File: src/rtl/flow_switch_toggle_monitor_assert.svh
// Assertion macros for the flow switch toggle monitor.
`ifndef FLOW_SWITCH_TOGGLE_MONITOR_ASSERT_SVH
`define FLOW_SWITCH_TOGGLE_MONITOR_ASSERT_SVH

`ifndef SYNTH
`define FSTM_ASSERT_IMPLY(label, ante, cons) \
  label: assert property (@(posedge clk) disable iff (!rst_n) (ante) |-> (cons)) \
    else $error("fstm assertion failed");
`define FSTM_ASSERT_NEXT(label, ante, cons) \
  label: assert property (@(posedge clk) disable iff (!rst_n) (ante) |=> (cons)) \
    else $error("fstm assertion failed");
`else
`define FSTM_ASSERT_IMPLY(label, ante, cons)
`define FSTM_ASSERT_NEXT(label, ante, cons)
`endif

`endif

File: src/rtl/fstm_pkg.sv
// Types and codes shared by the flow switch toggle monitor.
package fstm_pkg;

  localparam logic [2:0] EV_START   = 3'd0;
  localparam logic [2:0] EV_STOP    = 3'd1;
  localparam logic [2:0] EV_SEC     = 3'd2;
  localparam logic [2:0] EV_100MS   = 3'd3;
  localparam logic [2:0] EV_10MS    = 3'd4;
  localparam logic [2:0] EV_INSTANT = 3'd5;

  localparam logic [1:0] MODE_IDLE    = 2'd0;
  localparam logic [1:0] MODE_READY   = 2'd1;
  localparam logic [1:0] MODE_ACTIVE  = 2'd2;
  localparam logic [1:0] MODE_STOPPED = 2'd3;

  localparam logic [1:0] LEVEL_NONE = 2'd0;
  localparam logic [1:0] LEVEL_LOW  = 2'd1;
  localparam logic [1:0] LEVEL_HIGH = 2'd2;

  localparam logic [2:0] REG_NO_FLOW   = 3'd0;
  localparam logic [2:0] REG_LOW_FLOW  = 3'd1;
  localparam logic [2:0] REG_HIGH_FLOW = 3'd2;
  localparam logic [2:0] REG_WINDOW    = 3'd3;
  localparam logic [2:0] REG_PERSIST   = 3'd4;

  localparam logic [15:0] NO_FLOW_RST   = 16'd50;
  localparam logic [15:0] LOW_FLOW_RST  = 16'd600;
  localparam logic [15:0] HIGH_FLOW_RST = 16'd3400;
  localparam logic [7:0]  WINDOW_RST    = 8'd3;
  localparam logic [3:0]  PERSIST_RST   = 4'd3;

  localparam logic [15:0] COUNT_MAX = 16'hFFFF;

  typedef struct packed {
    logic [2:0] kind;
    logic       switch_level;
  } in_item_t;

  typedef struct packed {
    logic        report_valid;
    logic [15:0] report_count;
    logic        no_flow_alarm;
    logic        low_flow_alarm;
    logic        high_flow_alarm;
    logic        clear_alarms;
    logic [1:0]  mode;
  } out_item_t;

endpackage

File: src/rtl/flow_switch_toggle_monitor.sv
// Flow switch toggle monitor: event decode, toggle counting, band alarms.
// One item per cycle, sustained while out_ready stays high. An item is taken
// into an input register; once the output register is free or being drained,
// the mode, counters and alarms are updated from it in one step, with its
// result loaded into the output register. in_ready drops only while both the
// input and the output register hold items and out_ready is low. Registers
// sit on the APB port at 0x00 no-flow limit, 0x04 low-flow limit, 0x08
// high-flow limit, 0x0C window ticks, 0x10 persistence limit; write them only
// when idle.
`include "flow_switch_toggle_monitor_assert.svh"

module flow_switch_toggle_monitor (
  input  logic               clk,
  input  logic               rst_n,
  input  logic               in_valid,
  output logic               in_ready,
  input  fstm_pkg::in_item_t in_data,
  output logic               out_valid,
  input  logic               out_ready,
  output fstm_pkg::out_item_t out_data,
  input  logic               psel,
  input  logic               penable,
  input  logic               pwrite,
  input  logic [4:0]         paddr,
  input  logic [31:0]        pwdata,
  output logic [31:0]        prdata,
  output logic               pready
);

  logic [15:0] no_flow_limit_r;
  logic [15:0] low_flow_limit_r;
  logic [15:0] high_flow_limit_r;
  logic [7:0]  window_ticks_r;
  logic [3:0]  persist_limit_r;

  logic                in_vld_r;
  fstm_pkg::in_item_t  in_r;
  logic                out_vld_r;
  fstm_pkg::out_item_t out_r;
  fstm_pkg::out_item_t out_nxt;

  logic [1:0]  mode_r, mode_nxt;
  logic [1:0]  last_level_r, last_level_nxt;
  logic [15:0] toggle_r, toggle_nxt;
  logic [7:0]  second_r, second_nxt;
  logic [3:0]  no_run_r, no_run_nxt;
  logic [3:0]  low_run_r, low_run_nxt;
  logic [3:0]  high_run_r, high_run_nxt;
  logic [2:0]  alarm_r, alarm_nxt;

  logic        proc_fire;
  logic        cfg_wr;
  logic [2:0]  cfg_idx;
  logic [1:0]  level_now;
  logic        do_sample;
  logic        do_sec;
  logic [7:0]  sec_inc;
  logic        close_win;
  logic        clear_pulse;
  logic [4:0]  no_run_inc;
  logic [4:0]  low_run_inc;
  logic [4:0]  high_run_inc;

  assign proc_fire = in_vld_r && (!out_vld_r || out_ready);
  assign in_ready  = !in_vld_r || proc_fire;
  assign out_valid = out_vld_r;
  assign out_data  = out_r;

  // config port
  assign pready  = 1'b1;
  assign cfg_idx = paddr[4:2];
  assign cfg_wr  = psel && penable && pwrite;

  always_comb begin
    case (cfg_idx)
      fstm_pkg::REG_NO_FLOW:   prdata = {16'd0, no_flow_limit_r};
      fstm_pkg::REG_LOW_FLOW:  prdata = {16'd0, low_flow_limit_r};
      fstm_pkg::REG_HIGH_FLOW: prdata = {16'd0, high_flow_limit_r};
      fstm_pkg::REG_WINDOW:    prdata = {24'd0, window_ticks_r};
      fstm_pkg::REG_PERSIST:   prdata = {28'd0, persist_limit_r};
      default:                 prdata = 32'd0;
    endcase
  end

  always_ff @(posedge clk) begin
    if (!rst_n) begin
      no_flow_limit_r   <= fstm_pkg::NO_FLOW_RST;
      low_flow_limit_r  <= fstm_pkg::LOW_FLOW_RST;
      high_flow_limit_r <= fstm_pkg::HIGH_FLOW_RST;
      window_ticks_r    <= fstm_pkg::WINDOW_RST;
      persist_limit_r   <= fstm_pkg::PERSIST_RST;
    end else if (cfg_wr) begin
      case (cfg_idx)
        fstm_pkg::REG_NO_FLOW:   no_flow_limit_r   <= pwdata[15:0];
        fstm_pkg::REG_LOW_FLOW:  low_flow_limit_r  <= pwdata[15:0];
        fstm_pkg::REG_HIGH_FLOW: high_flow_limit_r <= pwdata[15:0];
        fstm_pkg::REG_WINDOW:    window_ticks_r    <= pwdata[7:0];
        fstm_pkg::REG_PERSIST:   persist_limit_r   <= pwdata[3:0];
        default: ;
      endcase
    end
  end

  // event decode
  assign level_now = in_r.switch_level ? fstm_pkg::LEVEL_HIGH : fstm_pkg::LEVEL_LOW;
  assign do_sample = ((mode_r == fstm_pkg::MODE_ACTIVE) &&
                      ((in_r.kind == fstm_pkg::EV_10MS) || (in_r.kind == fstm_pkg::EV_INSTANT)))
                  || ((mode_r == fstm_pkg::MODE_READY) && (in_r.kind == fstm_pkg::EV_INSTANT));
  assign do_sec      = (mode_r == fstm_pkg::MODE_ACTIVE) && (in_r.kind == fstm_pkg::EV_SEC);
  assign sec_inc     = second_r + 8'd1;
  assign close_win   = do_sec && (sec_inc > window_ticks_r);
  assign clear_pulse = (mode_r == fstm_pkg::MODE_ACTIVE) && (in_r.kind == fstm_pkg::EV_STOP);
  assign no_run_inc   = {1'b0, no_run_r} + 5'd1;
  assign low_run_inc  = {1'b0, low_run_r} + 5'd1;
  assign high_run_inc = {1'b0, high_run_r} + 5'd1;

  always_comb begin
    mode_nxt = mode_r;
    case (mode_r)
      fstm_pkg::MODE_IDLE: begin
        if (in_r.kind == fstm_pkg::EV_START) mode_nxt = fstm_pkg::MODE_READY;
      end
      fstm_pkg::MODE_READY: begin
        if (in_r.kind == fstm_pkg::EV_SEC) mode_nxt = fstm_pkg::MODE_ACTIVE;
      end
      fstm_pkg::MODE_ACTIVE: begin
        if (in_r.kind == fstm_pkg::EV_START) mode_nxt = fstm_pkg::MODE_READY;
        else if (in_r.kind == fstm_pkg::EV_STOP) mode_nxt = fstm_pkg::MODE_IDLE;
      end
      default: begin
        if (in_r.kind == fstm_pkg::EV_START) mode_nxt = fstm_pkg::MODE_ACTIVE;
      end
    endcase
  end

  always_comb begin
    last_level_nxt = last_level_r;
    toggle_nxt     = toggle_r;
    second_nxt     = second_r;
    no_run_nxt     = no_run_r;
    low_run_nxt    = low_run_r;
    high_run_nxt   = high_run_r;
    alarm_nxt      = alarm_r;
    if (do_sample && (level_now != last_level_r)) begin
      last_level_nxt = level_now;
      if (toggle_r != fstm_pkg::COUNT_MAX) toggle_nxt = toggle_r + 16'd1;
    end
    if (do_sec) begin
      second_nxt = sec_inc;
      if (close_win) begin
        second_nxt = 8'd0;
        toggle_nxt = 16'd0;
        if (toggle_r < no_flow_limit_r) begin
          if (no_run_inc > {1'b0, persist_limit_r}) begin
            no_run_nxt   = 4'd0;
            alarm_nxt[0] = 1'b1;
          end else begin
            no_run_nxt = no_run_inc[3:0];
          end
        end else if (toggle_r < low_flow_limit_r) begin
          if (low_run_inc > {1'b0, persist_limit_r}) begin
            low_run_nxt  = 4'd0;
            alarm_nxt[1] = 1'b1;
          end else begin
            low_run_nxt = low_run_inc[3:0];
          end
        end else if (toggle_r > high_flow_limit_r) begin
          if (high_run_inc > {1'b0, persist_limit_r}) begin
            high_run_nxt = 4'd0;
            alarm_nxt[2] = 1'b1;
          end else begin
            high_run_nxt = high_run_inc[3:0];
          end
        end else begin
          no_run_nxt   = 4'd0;
          low_run_nxt  = 4'd0;
          high_run_nxt = 4'd0;
        end
      end
    end
  end

  always_comb begin
    out_nxt.report_valid    = close_win;
    out_nxt.report_count    = close_win ? toggle_r : 16'd0;
    out_nxt.no_flow_alarm   = alarm_nxt[0];
    out_nxt.low_flow_alarm  = alarm_nxt[1];
    out_nxt.high_flow_alarm = alarm_nxt[2];
    out_nxt.clear_alarms    = clear_pulse;
    out_nxt.mode            = mode_nxt;
  end

  always_ff @(posedge clk) begin
    if (!rst_n) begin
      in_vld_r     <= 1'b0;
      out_vld_r    <= 1'b0;
      mode_r       <= fstm_pkg::MODE_IDLE;
      last_level_r <= fstm_pkg::LEVEL_NONE;
      toggle_r     <= 16'd0;
      second_r     <= 8'd0;
      no_run_r     <= 4'd0;
      low_run_r    <= 4'd0;
      high_run_r   <= 4'd0;
      alarm_r      <= 3'd0;
    end else begin
      if (in_ready) in_vld_r <= in_valid;
      if (proc_fire) begin
        out_vld_r    <= 1'b1;
        mode_r       <= mode_nxt;
        last_level_r <= last_level_nxt;
        toggle_r     <= toggle_nxt;
        second_r     <= second_nxt;
        no_run_r     <= no_run_nxt;
        low_run_r    <= low_run_nxt;
        high_run_r   <= high_run_nxt;
        alarm_r      <= alarm_nxt;
      end else if (out_ready) begin
        out_vld_r <= 1'b0;
      end
    end
  end

  always_ff @(posedge clk) begin
    if (in_valid && in_ready) in_r <= in_data;
    if (proc_fire) out_r <= out_nxt;
  end

  `FSTM_ASSERT_NEXT(a_alarm_sticky, 1'b1, (alarm_r & $past(alarm_r)) == $past(alarm_r))
  `FSTM_ASSERT_IMPLY(a_clear_to_idle, out_vld_r && out_r.clear_alarms,
                     out_r.mode == fstm_pkg::MODE_IDLE)
  `FSTM_ASSERT_IMPLY(a_report_active, out_vld_r && out_r.report_valid,
                     out_r.mode == fstm_pkg::MODE_ACTIVE && toggle_r == 16'd0)
  `FSTM_ASSERT_IMPLY(a_count_zero, out_vld_r && !out_r.report_valid,
                     out_r.report_count == 16'd0)
  `FSTM_ASSERT_IMPLY(a_alarm_matches, out_vld_r,
                     {out_r.high_flow_alarm, out_r.low_flow_alarm, out_r.no_flow_alarm}
                     == alarm_r)

endmodule

File: config.mk
export PLATFORM = sky130hd
export DESIGN_NAME = flow_switch_toggle_monitor
export DESIGN_NICKNAME = d
export VERILOG_FILES = /design/src/rtl/fstm_pkg.sv /design/src/rtl/flow_switch_toggle_monitor.sv
export VERILOG_INCLUDE_DIRS = /design/src /design/src/rtl
export SDC_FILE = /design/constraint.sdc
export NUM_CORES = 1
export LEC_CHECK = 0
export BUFFER_PORTS_ARGS = -buffer_cell sky130_fd_sc_hd__buf_2
export CORE_MARGIN = 5
export CORE_UTILIZATION = 59
export CTS_BUF_LIST = sky130_fd_sc_hd__clkbuf_8
export CTS_CLUSTER_DIAMETER = 120
export DETAILED_ROUTE_END_ITERATION = 8
export PLACE_DENSITY = 0.91
export RECOVER_POWER = 50
export SLEW_MARGIN = 20
export SYNTH_ARGS = -nofsm -noshare
export SYNTH_HDL_FRONTEND = slang
export SYNTH_SLANG_ARGS = --single-unit
File: constraint.sdc
create_clock -name clk -period 8 [get_ports clk]
set_clock_uncertainty 0.2 [all_clocks]
set_input_delay 0.4 -clock clk [delete_from_list [all_inputs] [get_ports clk]]
set_output_delay 0.4 -clock clk [all_outputs]
set_load 0.1 [all_outputs]
### Word level (Yosys, flattened, before mapping)

Index checks and enable logic that the tools add are counted.

| word-level totals | value |
|---|---|
| register bits after elaboration | 132 |
| input port bits | 48 |
| output and inout bits | 58 |
| logic and storage cells | 116 |

| cells by class | value |
|---|---|
| $add $sub $neg | 5 |
| order comparisons | 7 |
| equality and inequality tests | 15 |
| muxes and demuxes | 33 |
| bitwise operators | 2 |
| reductions and logical operators | 30 |

Operators with widths:

| cell | count |
|---|---|
| $pmux W16 S5 | 1 |
| $mux W16 | 4 |
| $lt A16 B16 Y1 | 2 |
| $mux W4 | 8 |
| $add A16 B1 Y16 const B | 1 |
| $gt A16 B16 Y1 | 1 |
| $ne A16 B16 Y1 const B | 1 |
| $add A4 B1 Y5 const B | 3 |
| $gt A5 B4 Y1 | 3 |
| $reduce_and A5 Y1 | 3 |
| $mux W2 | 7 |
| $reduce_and A2 Y1 | 7 |
| $logic_and A1 B1 Y1 | 10 |
| $eq A3 B2 Y1 const B | 3 |
| $eq A3 B3 Y1 const B | 3 |
| $mux W1 | 9 |
| $add A8 B1 Y8 const B | 1 |
| $gt A8 B8 Y1 | 1 |
| $mux W8 | 1 |
| $eq A3 B1 Y1 const B | 2 |
| $logic_not A3 Y1 | 2 |
| $mux W3 | 2 |
| $ne A2 B2 Y1 const B | 3 |
| $pmux W2 S3 | 1 |
| 8 further kinds | 13 |

### Logic depth before layout (Yosys ltp)

| depth | value |
|---|---|
| depth after elaboration | 8 |
| mapped depth | 13 |
| gate-level depth less buffers | 12 |

### Worst setup path after synthesis

No wires, ideal clock.

| timing path | value |
|---|---|
| kind | input to output |
| from | input port paddr[3] |
| to | output port prdata[0] |
| data arrival time | 3.044 ns |
| data required time | 7.400 ns |
| path slack | 4.356 ns |
| stages on the path | 5 |
| path buffers | 3 |
| path through | buf_2 > buf_1 > buf_1 > mux2i_1 > o22ai_1 |

| on the way | value |
|---|---|
| cells in the longest elaborated chain, start to end | 2 |
| elaborated cells on any way between the ends | 6 |
| classes of those cells | eq/ne (4); mux (1); reduce/logical (1) |

RTL lines:

| element | line | text |
|---|---|---|
| start: declaration | flow_switch_toggle_monitor.sv:24 | `input logic [4:0] paddr,` |
| $eq A3 B3 Y1 (tied with other cells) | flow_switch_toggle_monitor.sv:75 | `case (cfg_idx)` |
| $pmux W16 S5 * | flow_switch_toggle_monitor.sv:75 |  |
| end: declaration | flow_switch_toggle_monitor.sv:26 | `output logic [31:0] prdata,` |

Every way passes the cells marked *; elsewhere a longest branch is shown, timed or not.

==> metrics <==
synthesized flop and latch total 132; setup tns final 0 ns; clock root cell clkbuf_8; CP cell instances clkbuf_1 > clkinv_1 > clkbuf_1 > nor4_4 > mux2_4; Final nets 1072; CP endpoint kind register; Post-Syn Area 7630 µm²; unrepaired setup endpoints after global routing false; Antenna Cells 0; relative max-transition margin -116.4%; largest net degree at the start of global routing between 60 and 70; Slew Limit Fails 135; GRT overflow 0; Mean Syn Cell Area 8.690 µm²; CP Data Required Time between 8 and 9 ns; hold_sp pwdata[0]; Filler cells 1016; maximum VDD drop 0.1393 mV; r2r startpoint second_r[2]; crit path setup slack, layout roughly 4.1 ns; post_cts resized 0; Via Count about 6600; DRC viols 0; max frequency roughly 0.26 GHz; WP data arrival slightly above 4 ns; clk slew on worst S/H paths 0.07 ns; Hold Buf Count CTS 18; clock net sink count 132; final setup violation count 0; post-route ant nets 0; DRC violation total after the first TritonRoute iteration 597; clk_lat worst skew approximately 0.46 ns; part of the Yosys area used for sequential elements 38.18%; Die Width ~120 µm; share of layout cells above drive strength 1 10.04%; first-pass GRT wire length 30.28 mm; Final Hold Viols 0; maxcap violations 4; asr flop ratio synth 0%; crit-path most repeated cell clkbuf_1; Leakage roughly 0.0036 µW; EDFF count, synth 27; Synth warnings 0; antenna violations before repair 0; Layout area overhead 11.81%; Syn Inst Count 878; Max H-tree Level 4; DR pass1 iterations 6; Num CTS Buffers 17; final WL 18.68 mm; Slew @ Worst Pin 3.246 ns; Die Y 123.7 µm; IO Port Bufs 70; status complete, but fails checks; Die ar. 15310 µm²; crit path time final 3.912 ns; CTS tree yes; CP max-delay cell clkbuf_1; DR WL/cell 16.41 µm; io pins 106; CP Launch Type input pin; total core area 12670 µm²; Final period util 48.90%; Initial Util 60.22%; GRT Total Usage 25.43%; final core occ 67.33%; critical setup path kind input pin to register; PD cells 165.6 nW/µm²; crit-path max cell delay 2.31 ns; CTS max path bufs 2; violated checks capacitance limit, slew limit; FP Rows approximately 40; prevailing post-synth register cell dfxtp_1; Setup crit start rst_n; vias in the first global route roughly 6500; dpl hpwl approximately 13 mm; hold slack 0.03784 ns; number of distinct library cells after synthesis 69; routability congestion estimate from global placement 0.8888; critical path peak fanout 65; number of vias per cell 5.818; DP Worst Slack 4.430 ns; setup bufs post-CTS 0; Hold Path Class input pin to register
[worst max-delay path, delay by kind of cell]
family	cells	cell delay, ns
buf+inv	3	3.08
mux	1	0.39
simple gates	1	0.14
[logic make-up (layout without fill, tap and decap cells)]
| group | Yosys count | count (layout) | share of synthesized area, % |
|---|---|---|---|
| fa+ha+maj | 71 | 71 | 11.64 |
| flops | 132 | 132 | 38.18 |
| buf+inv | 118 | 191 | 6.707 |
| simple gates | 328 | 328 | 20.79 |
| xor+xnor | 21 | 21 | 2.411 |
| mux | 36 | 36 | 5.444 |
| compound gates | 170 | 170 | 14.73 |
| other cells | 2 | 17 | 0.09843 |
[area by class of cell]
cell class / instances / area [µm²] / area share, %
Multi-Input combinational cell: 643 / 4259 / 49.93
Sequential cell: 132 / 2913 / 34.14
Timing Repair Buffer: 92 / 516.7 / 6.058
Inverter: 67 / 251.5 / 2.948
Clock buffer: 17 / 234.0 / 2.743
Tap cell: 172 / 215.2 / 2.523
Clock inverter: 15 / 141.4 / 1.657
[cell usage in the layout (no fill, tap or decap), types with 6 or more instances in the layout]
cell             n
o21a_1          10
dlygate4sd3_1   18
and3_1           6
a21oi_1         80
nor2_1          77
ha_1            71
inv_1           68
nor2b_1         18
xor2_1          10
and2_1          20
nand3_1         22
o21ai_0         14
clkbuf_8        17
buf_2           44
edfxtp_1        27
nand2_1        119
nor3_1           9
o211ai_1        15
clkbuf_1        29
a211oi_1         7
dfxtp_1        105
xnor2_1         11
conb_1          17
nand4_1         18
mux2i_1         31
[worst paths after layout]
kind / endpoint / slack, ns / cells past startpoint
max: high_run_r[0] / 4.09 / 5
min: low_flow_limit_r[0] / 0.04 / 3
max reg2reg: high_run_r[0] / 4.38 / 12
min reg2reg: no_flow_limit_r[0] / 0.27 / 2
[stage by stage]
step,cells,cell area [µm²],total power [µW]
2_1_floorplan,893,7686,854.5
3_3_place_gp,1087,8026,877.6
3_5_place_dp,1087,8026,879.4
4_1_cts,1137,8582,1422
5_1_grt,1138,8531,1461
6_report,1138,8531,1412
[metal layers]
metal / global-route usage (%) / share of wire, % / vias to the layer above
met3: 5.767 / 7.1 / 68
li1: - / - / 3179
met1: 28.67 / 39 / 3103
met5: 0 / 0 / -
met4: 15.22 / 4.4 / 0
met2: 43.70 / 50 / 271
[flip-flops by register name (all words and copies together) (netlist names), 4 cells and up]
signal,cells
high_flow_limit_r,16
high_run_r,4
in_r,4
low_flow_limit_r,16
low_run_r,4
no_flow_limit_r,16
no_run_r,4
out_data,23
persist_limit_r,4
second_r,8
toggle_r,16
window_ticks_r,8
[synthesized netlist by cell type (11+ instances only)]
master,count,share of area [%]
ha_1,71,12
buf_4,18,1.8
and2_1,22,1.8
dfxtp_1,105,28
nand3_1,22,1.4
nand4_1,18,1.5
nor2_1,77,3.8
a21oi_1,81,5.3
xnor2_1,11,1.3
mux2i_1,31,4.1
nand2_1,119,5.9
inv_1,66,3.2
o21ai_0,14,0.92
edfxtp_1,27,11
nor2b_1,18,1.5
o211ai_1,15,1.5
clkbuf_1,28,1.4
[report_power, final]
part | internal, µW | switching, µW
registers | 688 | 5.58
clock network | 273 | 269
logic | 31.0 | 146
(Power assumes the default switching activity.)
